### src/design/idzg_pkg.sv
package idzg_pkg;

    localparam int SAMPLE_BITS    = 32;
    localparam int GAIN_FRAC_BITS = 8;
    localparam int GAIN_BITS      = 16;
    localparam int MODE_BITS      = 3;
    localparam int DIFF_BITS      = SAMPLE_BITS + 1;
    localparam int PROD_BITS      = DIFF_BITS + GAIN_BITS;
    localparam int CFG_IDX_BITS   = 2;
    localparam int CFG_DATA_BITS  = SAMPLE_BITS;

    // register indexes on the configuration port
    typedef enum logic [CFG_IDX_BITS-1:0] {
        CFG_LOWER_BOUND = 2'd0,
        CFG_UPPER_BOUND = 2'd1,
        CFG_SEP_MODE    = 2'd2,
        CFG_OUTPUT_GAIN = 2'd3
    } t_cfg_idx;

    typedef enum logic [MODE_BITS-1:0] {
        MODE_BAND          = 3'd0,
        MODE_BAND_OFFSET   = 3'd1,
        MODE_ABOVE_LO      = 3'd2,
        MODE_BELOW_HI      = 3'd3,
        MODE_ABOVE_LO_OFFS = 3'd4,
        MODE_DZ_CLAMP      = 3'd5,
        MODE_DZ_NOCLAMP    = 3'd6
    } t_mode;

    localparam logic signed [SAMPLE_BITS-1:0] LOWER_RESET = SAMPLE_BITS'(0);
    localparam logic signed [SAMPLE_BITS-1:0] UPPER_RESET = SAMPLE_BITS'(65536);
    localparam logic [MODE_BITS-1:0]          MODE_RESET  = MODE_ABOVE_LO;
    localparam logic signed [GAIN_BITS-1:0]   GAIN_RESET  = GAIN_BITS'(256);

    // saturation limits at product width
    localparam logic signed [PROD_BITS-1:0] Q_MAX =
        PROD_BITS'((64'sd1 <<< (SAMPLE_BITS - 1)) - 64'sd1);
    localparam logic signed [PROD_BITS-1:0] Q_MIN =
        PROD_BITS'(-(64'sd1 <<< (SAMPLE_BITS - 1)));

endpackage

### src/design/interval_dead_zone_gain.sv
// Interval separator / dead zone with output gain, one channel, no state kept
// between items. Each sample (signed Q16.16) is mapped by the selected mode
// against lower_bound and upper_bound, multiplied by output_gain (signed Q8.8),
// shifted back to Q16.16 with floor and saturated to 32 bits; m_axis_tuser flags
// a clipped result. While the output is not stalled, the block takes one item
// per clock through four register stages: input register, mode select and
// subtract, the 33x16 multiply, then shift and saturate into the output
// register. Each stage holds its item while the next one is full, so a stall on
// the output holds up to four items before s_axis_tready falls. Configuration
// is written through i_cfg_we/i_cfg_idx/i_cfg_data and must only change while
// no item is in flight.
module interval_dead_zone_gain (
    input  logic                                   i_clk,
    input  logic                                   i_rst_n,
    // configuration
    input  logic                                   i_cfg_we,
    input  logic [idzg_pkg::CFG_IDX_BITS-1:0]      i_cfg_idx,
    input  logic [idzg_pkg::CFG_DATA_BITS-1:0]     i_cfg_data,
    // input stream
    input  logic                                   s_axis_tvalid,
    output logic                                   s_axis_tready,
    input  logic [idzg_pkg::SAMPLE_BITS-1:0]       s_axis_tdata,   // [31:0] sample
    // output stream
    output logic                                   m_axis_tvalid,
    input  logic                                   m_axis_tready,
    output logic [idzg_pkg::SAMPLE_BITS-1:0]       m_axis_tdata,   // [31:0] result
    output logic                                   m_axis_tuser    // [0] saturated
);

    localparam int SB = idzg_pkg::SAMPLE_BITS;
    localparam int DB = idzg_pkg::DIFF_BITS;
    localparam int PB = idzg_pkg::PROD_BITS;
    localparam int GB = idzg_pkg::GAIN_BITS;

    // configuration registers
    logic signed [SB-1:0]                   r_lo;
    logic signed [SB-1:0]                   r_hi;
    logic [idzg_pkg::MODE_BITS-1:0]         r_mode;
    logic signed [GB-1:0]                   r_gain;

    always_ff @(posedge i_clk) begin
        if (!i_rst_n) begin
            r_lo   <= idzg_pkg::LOWER_RESET;
            r_hi   <= idzg_pkg::UPPER_RESET;
            r_mode <= idzg_pkg::MODE_RESET;
            r_gain <= idzg_pkg::GAIN_RESET;
        end else if (i_cfg_we) begin
            case (idzg_pkg::t_cfg_idx'(i_cfg_idx))
                idzg_pkg::CFG_LOWER_BOUND: r_lo   <= i_cfg_data[SB-1:0];
                idzg_pkg::CFG_UPPER_BOUND: r_hi   <= i_cfg_data[SB-1:0];
                idzg_pkg::CFG_SEP_MODE:    r_mode <= i_cfg_data[idzg_pkg::MODE_BITS-1:0];
                idzg_pkg::CFG_OUTPUT_GAIN: r_gain <= i_cfg_data[GB-1:0];
                default: ;
            endcase
        end
    end

    // stage valids and per-stage advance
    logic r_sv, r_vv, r_pv, r_ov;
    logic out_en, p_en, v_en, s_en;

    assign out_en        = !r_ov || m_axis_tready;
    assign p_en          = !r_pv || out_en;
    assign v_en          = !r_vv || p_en;
    assign s_en          = !r_sv || v_en;
    assign s_axis_tready = s_en;

    logic signed [SB-1:0] r_s;
    logic signed [DB-1:0] r_v;
    logic signed [PB-1:0] r_p;
    logic [SB-1:0]        r_res;
    logic                 r_sat;

    // value selection
    logic signed [DB-1:0] s_x, lo_x, hi_x;
    logic signed [DB-1:0] s_m_lo, s_m_hi, hi_m_lo, lo_m_hi;
    logic                 s_gt_lo, s_lt_hi, s_lt_lo, s_gt_hi, in_band;
    logic signed [DB-1:0] n_v;

    always_comb begin
        s_x     = DB'(r_s);
        lo_x    = DB'(r_lo);
        hi_x    = DB'(r_hi);
        s_m_lo  = s_x - lo_x;
        s_m_hi  = s_x - hi_x;
        hi_m_lo = hi_x - lo_x;
        lo_m_hi = lo_x - hi_x;
        s_gt_lo = r_s > r_lo;
        s_lt_hi = r_s < r_hi;
        s_lt_lo = r_s < r_lo;
        s_gt_hi = r_s > r_hi;
        in_band = s_gt_lo && s_lt_hi;
        n_v     = '0;
        case (r_mode)
            idzg_pkg::MODE_BAND:
                n_v = (s_lt_lo || s_gt_hi) ? '0 : s_x;
            idzg_pkg::MODE_BAND_OFFSET:
                n_v = (s_lt_lo || s_gt_hi) ? '0 : s_m_lo;
            idzg_pkg::MODE_ABOVE_LO:
                n_v = s_gt_lo ? s_x : '0;
            idzg_pkg::MODE_BELOW_HI:
                n_v = s_lt_hi ? s_x : '0;
            idzg_pkg::MODE_ABOVE_LO_OFFS:
                n_v = s_gt_lo ? s_m_lo : '0;
            idzg_pkg::MODE_DZ_CLAMP, idzg_pkg::MODE_DZ_NOCLAMP: begin
                if (!r_s[SB-1]) begin
                    if (in_band)
                        n_v = s_m_lo;
                    else if (s_gt_hi && !r_hi[SB-1] && (r_hi != '0))
                        n_v = (r_mode == idzg_pkg::MODE_DZ_CLAMP) ? hi_m_lo : s_m_lo;
                end else begin
                    if (in_band)
                        n_v = s_m_hi;
                    else if (s_lt_lo && r_lo[SB-1])
                        n_v = (r_mode == idzg_pkg::MODE_DZ_CLAMP) ? lo_m_hi : s_m_hi;
                end
            end
            default: n_v = '0;   // unused selector
        endcase
    end

    logic signed [PB-1:0] n_p;
    assign n_p = r_v * r_gain;

    // floor shift then clip
    logic signed [PB-1:0] q;
    logic [SB-1:0]        n_res;
    logic                 n_sat;

    always_comb begin
        q = r_p >>> idzg_pkg::GAIN_FRAC_BITS;
        if (q > idzg_pkg::Q_MAX) begin
            n_res = idzg_pkg::Q_MAX[SB-1:0];
            n_sat = 1'b1;
        end else if (q < idzg_pkg::Q_MIN) begin
            n_res = idzg_pkg::Q_MIN[SB-1:0];
            n_sat = 1'b1;
        end else begin
            n_res = q[SB-1:0];
            n_sat = 1'b0;
        end
    end

    always_ff @(posedge i_clk) begin
        if (!i_rst_n) begin
            r_sv <= 1'b0;
            r_vv <= 1'b0;
            r_pv <= 1'b0;
            r_ov <= 1'b0;
        end else begin
            if (s_en)   r_sv <= s_axis_tvalid;
            if (v_en)   r_vv <= r_sv;
            if (p_en)   r_pv <= r_vv;
            if (out_en) r_ov <= r_pv;
        end
    end

    always_ff @(posedge i_clk) begin
        if (s_en && s_axis_tvalid) r_s <= s_axis_tdata;
        if (v_en && r_sv) r_v <= n_v;
        if (p_en && r_vv) r_p <= n_p;
        if (out_en && r_pv) begin
            r_res <= n_res;
            r_sat <= n_sat;
        end
    end

    assign m_axis_tvalid = r_ov;
    assign m_axis_tdata  = r_res;
    assign m_axis_tuser  = r_sat;

    // back-pressure reaches the input only once every stage is full
    a_ready_full: assert property (@(posedge i_clk) disable iff (!i_rst_n)
        !s_axis_tready |-> (r_sv && r_vv && r_pv && r_ov))
        else $error("input stalled with a free stage");

    // a clipped result sits exactly at a limit
    a_sat_limit: assert property (@(posedge i_clk) disable iff (!i_rst_n)
        (m_axis_tvalid && m_axis_tuser) |->
            (m_axis_tdata == idzg_pkg::Q_MAX[SB-1:0] ||
             m_axis_tdata == idzg_pkg::Q_MIN[SB-1:0]))
        else $error("saturation flag without limit value");

    // the output register is only ever loaded from the product stage
    a_latency: assert property (@(posedge i_clk) disable iff (!i_rst_n)
        (m_axis_tvalid && !$past(m_axis_tvalid)) |-> $past(r_pv))
        else $error("output appeared without a product stage item");

endmodule

### config.mk
export PLATFORM = sky130hd
export DESIGN_NAME = interval_dead_zone_gain
export DESIGN_NICKNAME = d
export VERILOG_FILES = /design/src/design/idzg_pkg.sv /design/src/design/interval_dead_zone_gain.sv
export SDC_FILE = /design/constraint.sdc
export NUM_CORES = 2
export LEC_CHECK = 0
export BUFFER_PORTS_ARGS = -buffer_cell sky130_fd_sc_hd__buf_4
export CAP_MARGIN = 20
export CORE_UTILIZATION = 45
export CTS_BUF_LIST = sky130_fd_sc_hd__clkbuf_8 sky130_fd_sc_hd__clkbuf_16
export DETAILED_ROUTE_END_ITERATION = 6
export PLACE_DENSITY_LB_ADDON = 0.08
export RECOVER_POWER = 25
export SLEW_MARGIN = 20
export SYNTH_ARGS = -nofsm -noshare
export SYNTH_HDL_FRONTEND = slang
export SYNTH_SLANG_ARGS = --single-unit
### constraint.sdc
create_clock -name i_clk -period 8.4 [get_ports i_clk]
set_input_delay 0.42 -clock i_clk [delete_from_list [all_inputs] [get_ports i_clk]]
set_output_delay 0.42 -clock i_clk [all_outputs]
set_load 0.01 [all_outputs]
* Word level (Yosys, flattened, before mapping) *
Index checks and enable logic that the tools add are counted.

cells by class
  $add $sub $neg = 4
  $mul = 1
  divide/modulo/power cells = 0
  $lt $le $gt $ge = 6
  equal/unequal tests = 9
  shifts and indexed selects = 0
  multiplexer cells = 15
  bitwise gates (word level) = 0
  reductions and logical operators = 26

operator list
  operator                                                                           count
  33-bit 2-to-1 mux                                                                  12
  33-bit one-hot mux with 6 select lines                                             1
  32-bit by 32-bit subtractor with 33-bit output                                     4
  32-bit greater-than comparator                                                     2
  32-bit < comparator                                                                2
  33-bit by 16-bit multiplier with 49-bit output                                     1
  41-bit by 32-bit greater-than comparator with 1-bit output, second input constant  1
  41-bit by 32-bit < comparator with 1-bit output, second input constant             1
  32-bit 2-to-1 mux                                                                  1
  32-bit nonzero test                                                                1
  3-bit == test, second input constant                                               3
  1-bit logical AND                                                                  8
  2-bit AND reduction                                                                4
  3-bit by 2-bit == test with 1-bit output, second input constant                    2
  1-bit logical NOT                                                                  5
  1-bit logical OR                                                                   5
  2-bit == test, second input constant                                               2
  3-bit by 1-bit == test with 1-bit output, second input constant                    1
  3-bit logical NOT                                                                  1
  2-bit by 1-bit == test with 1-bit output, second input constant                    1
  2-bit logical NOT                                                                  1
  2-bit OR reduction                                                                 1
  1-bit 2-to-1 mux                                                                   1

word-level totals
  register bits after elaboration = 234
  latch bits = 0
  RAM bits = 0
  ROM bits = 0
  bits of input ports = 71
  output and inout bits = 35
  logic and storage cells = 74
  memories kept = 0

* Longest topological paths before layout *
  depth in word-level cells = 7
  gate-level depth with buffers = 25

* Least setup slack after synthesis *
No wires, ideal clock.

  kind = flip-flop to flip-flop
  start point = register r_gain[1]
  end point = register r_p[37] (data pin)
  setup time = 0.260 ns
  data arrival time = 6.360 ns
  path slack = 1.780 ns
  cell stages (with the launch flop) = 24
  buffers on the path = 2
  period minus slack after synthesis = 6.620 ns
  cell sequence = dfxtp_1 clkbuf_1 clkbuf_1 nand2_1 fa_1 fa_1 fa_1 inv_1 fa_1 fa_1 inv_1 fa_1 inv_1 ha_1 and4_1 a32o_1 a221o_1 a21oi_1 o21a_1 o21ai_1 a21o_1 a311o_1 a221oi_2 xnor2_1

between the ends
  cells in the longest elaborated chain, start to end = 1

ends and longest elaborated chain
  element                                         RTL line                        RTL
  start: declaration                              interval_dead_zone_gain.sv:39   logic signed [GB-1:0] r_gain;
  start signal: assignment                        interval_dead_zone_gain.sv:46   r_gain <= idzg_pkg::GAIN_RESET;
  start signal: assignment                        interval_dead_zone_gain.sv:52   idzg_pkg::CFG_OUTPUT_GAIN: r_gain <= i_cfg_data[GB-1:0];
  33-bit by 16-bit multiplier with 49-bit output  interval_dead_zone_gain.sv:123  assign n_p = r_v * r_gain;
  named net n_p[37]                               interval_dead_zone_gain.sv:122  logic signed [PB-1:0] n_p;
  end signal: assignment                          interval_dead_zone_gain.sv:161  if (p_en && r_vv) r_p <= n_p;
  end: declaration                                interval_dead_zone_gain.sv:70   logic signed [PB-1:0] r_p;

The timed path passes the listed nets, and every way through them passes these cells.
A chain may end at the register's enable or synchronous reset.

* Final worst setup path *
  start point = register r_v[15]
  end point = register r_p[48] (data pin)

between the ends
  cells in the longest elaborated chain, start to end = 1

ends and longest elaborated chain
  element                                         RTL line                        RTL
  start: declaration                              interval_dead_zone_gain.sv:69   logic signed [DB-1:0] r_v;
  start signal: assignment                        interval_dead_zone_gain.sv:160  if (v_en && r_sv) r_v <= n_v;
  33-bit by 16-bit multiplier with 49-bit output  interval_dead_zone_gain.sv:123
  named net n_p[48]                               interval_dead_zone_gain.sv:122

The timed path passes the listed nets, and every way through them passes these cells.

==> flow_metrics.tcl <==
set metrics [dict create \
    status "finished with violations" \
    violations "max-capacitance violations, max-slew violations" \
    dpl.hpwl_microns 82700 \
    clock_sinks 226 \
    drive_gt1_frac 0.0547 \
    cts.path.max_buffers 3 \
    cp.required_ns 8.73 \
    peakVddDrop_v 0.000156 \
    final.setup.tns_ns 0 \
    ys_warn_count 0 \
    finalNonFillerCells 4903 \
    synth_seq_cells 226 \
    ys_async_sr_fraction 0 \
    postRouteAntennaNets 0 \
    setup_viol 0 \
    cts_buffers 29 \
    end_kind "register" \
    grt_usage 0.266 \
    postCtsSetupRepairBufs 0 \
    hold_buffers 32 \
    fp.dieArea_sq_um 77200 \
    cp-endpoint "r_p[48]$_DFFE_PP_" \
    tightest_slew_ns 1.82 \
    reg2reg_slack_ns 1.14 \
    p_leak_uw 0.0167 \
    drc 0 \
    cpPeakStageDelay_ns 0.68 \
    syn_nets 4721 \
    cts_resized 0 \
    htree_levels 1 \
    grt_pass1_vias 27600 \
    wl_per_cell_microns 20.6 \
    cts_tree "done" \
    antenna_found_initial 0 \
    nets 4727 \
    drtPass1Iterations 5 \
    rows 100 \
    worstPathMaxFanout 16 \
    fin_worst_skew_ns 0.0366 \
    period_minus_slack_ns 7.26 \
    cp-start-kind "register" \
    cpMostUsedCell "fa_1" \
    root_buffer "clkbuf_16" \
    dpl.cell_count 4817 \
    r2r-start "r_v[15]$_DFFE_PP_" \
    fin_ws_ns 1.14 \
    insertion_delay_ns 0.62 \
    synth-main-ff-cell "edfxtp_1" \
    die_x_microns 278 \
    rr_endpoint "r_p[48]$_DFFE_PP_" \
    ios 106 \
    portBuffers 105 \
    syn_inst 3905 \
    chipHeight_microns 278 \
    path_clk_slew_ns 0.06 \
    hold_start "i_cfg_data[16]" \
    core-area_sq_um 74900 \
    slowest_stage "edfxtp_1" \
    rsz0062_at_grt "no" \
    path_cells "and2_1, fa_1, inv_1, fa_1, fa_1, inv_1, fa_1, fa_1, inv_1, fa_1, inv_1, ha_1, and4_1, a32o_1, a221o_1, a21oi_1, o21a_1, a21o_1, o22ai_1, or4_1, a31oi_1, xnor2_1" \
    start_util 0.457 \
    crit_start "r_v[15]$_DFFE_PP_" \
    power_density_nw_per_um2 137 \
    syn_area_sq_um 34300 \
    drv_cap 1 \
    reg2reg_depth 22 \
    ys_seq_area_frac 0.173 \
    avgSynthCellArea_sq_um 8.77 \
    drtIter0Drc 2066 \
    hold_ws_ns 0.0488 \
    synth.distinct_cells 85 \
    fin_util 0.495 \
    grt.overflow.total 0 \
    vias 26800 \
    routed_wl_microns 101000 \
    pre_cts_slack_ns 1.14 \
    antennaDiodeCount 0 \
    place_congestion 0.934 \
    viasPerCell 5.47 \
    hold_violations 0 \
    area_delta_synth_final_pct 8.22 \
    grt_pass1_wl_microns 161000 \
    fmax_mhz 138 \
    grt_start_max_net_pins 88 \
    synth_edf_count 139 \
    hold_path.class "input pin to register" \
    slew_headroom -0.214 \
    drv_slew 34 \
    layout_commonest_cell "inv_1" \
    final_cell_mix "672 x inv_1, 582 x nand2_1, 503 x fa_1" \
    worstPathArrival_ns 7.59 \
    worstSetupPathType "register to register" \
    fin_crit_sh 0.864 \
]
-- per-layer routing --
metal / share of wire / GRT usage
met1: 0.46 / 0.369
met2: 0.46 / 0.441
met5: 0 / 0
met3: 0.050 / 0.0276
met4: 0.029 / 0.0713
-- metrics by stage --
step	power [uW]	area, sq um
6_report	5090	37100
5_1_grt	5480	37100
4_1_cts	5130	37100
3_5_place_dp	3870	35800
3_3_place_gp	3860	35800
2_1_floorplan	3190	34300
-- cell families (layout without fill, tap and decap cells) --
| kind of cell | after synthesis | after routing | synth area share |
|---|---|---|---|
| AO/OA/AOI/OAI | 771 | 771 | 0.154 |
| XOR/XNOR | 137 | 137 | 0.0350 |
| adder cells (fa/ha/maj) | 745 | 745 | 0.382 |
| buffers and inverters | 866 | 895 | 0.0960 |
| flip-flops | 226 | 226 | 0.173 |
| multiplexers | 12 | 12 | 0.00354 |
| AND/OR/NAND/NOR | 1148 | 1148 | 0.156 |
-- power by group --
group          total [uW]  leakage [uW]  internal [uW]  switching [uW]
sequential           1440       0.00202           1320             115
combinational        2430        0.0142            987            1450
clock                1210      0.000480            700             515
-- cell type report --
cell class / count / area [sq um]
clock inverters: 24 / 189
multi-input cells: 2813 / 25100
well taps: 969 / 1210
clock buffers: 30 / 739
inverters: 667 / 2500
repair buffers: 174 / 1380
flip-flops and latches: 226 / 5920
fillers: 7274 / 37900
-- critical path: cells and delay by family, from the launching register on --
family,cells,cell delay (ns)
adders and majority gates,7,3.36
AOI/OAI and AO/OA,7,1.68
and+or+nand+nor,3,0.97
DFF,1,0.68
buffers and inverters,4,0.20
xor gates and xnor gates,1,0.09
-- Yosys cell counts, drive strengths merged (40+ instances only) --
cell | number | share of area
o21ai | 122 | 0.018
xor2 | 46 | 0.012
ha | 242 | 0.088
nor3 | 40 | 0.0061
and2 | 220 | 0.040
a21o | 70 | 0.015
nand2 | 582 | 0.064
dfxtp | 87 | 0.051
o21a | 68 | 0.015
nor2 | 138 | 0.015
edfxtp | 139 | 0.12
xnor2 | 91 | 0.023
inv | 666 | 0.073
clkbuf | 178 | 0.020
a21oi | 184 | 0.028
a21boi | 87 | 0.019
fa | 503 | 0.29
-- worst min path at each step --
stage / end / slack (ns) / cells past startpoint
finish: r_hi[16]$_SDFFE_PN1P_ / 0.05 / 3
global route: r_hi[16]$_SDFFE_PN1P_ / 0.04 / 3
CTS: r_hi[16]$_SDFFE_PN1P_ / 0.009 / 3
detailed placement: r_gain[14]$_SDFFE_PN0P_ / 0.46 / 2
global placement: r_gain[14]$_SDFFE_PN0P_ / 0.46 / 2
floorplan: m_axis_tvalid$_SDFFE_PN0P_ / 0.45 / 1
-- state kept, by name, summed over array words and instances (netlist names) --
register and count:
r_mode 3, r_sv 1, r_pv 1, m_axis_tuser 1, m_axis_tdata 32, r_vv 1
r_s 32, r_p 41, r_hi 32, r_lo 32, r_v 33, r_gain 16
m_axis_tvalid 1
Power figures use the tool's default switching activity.
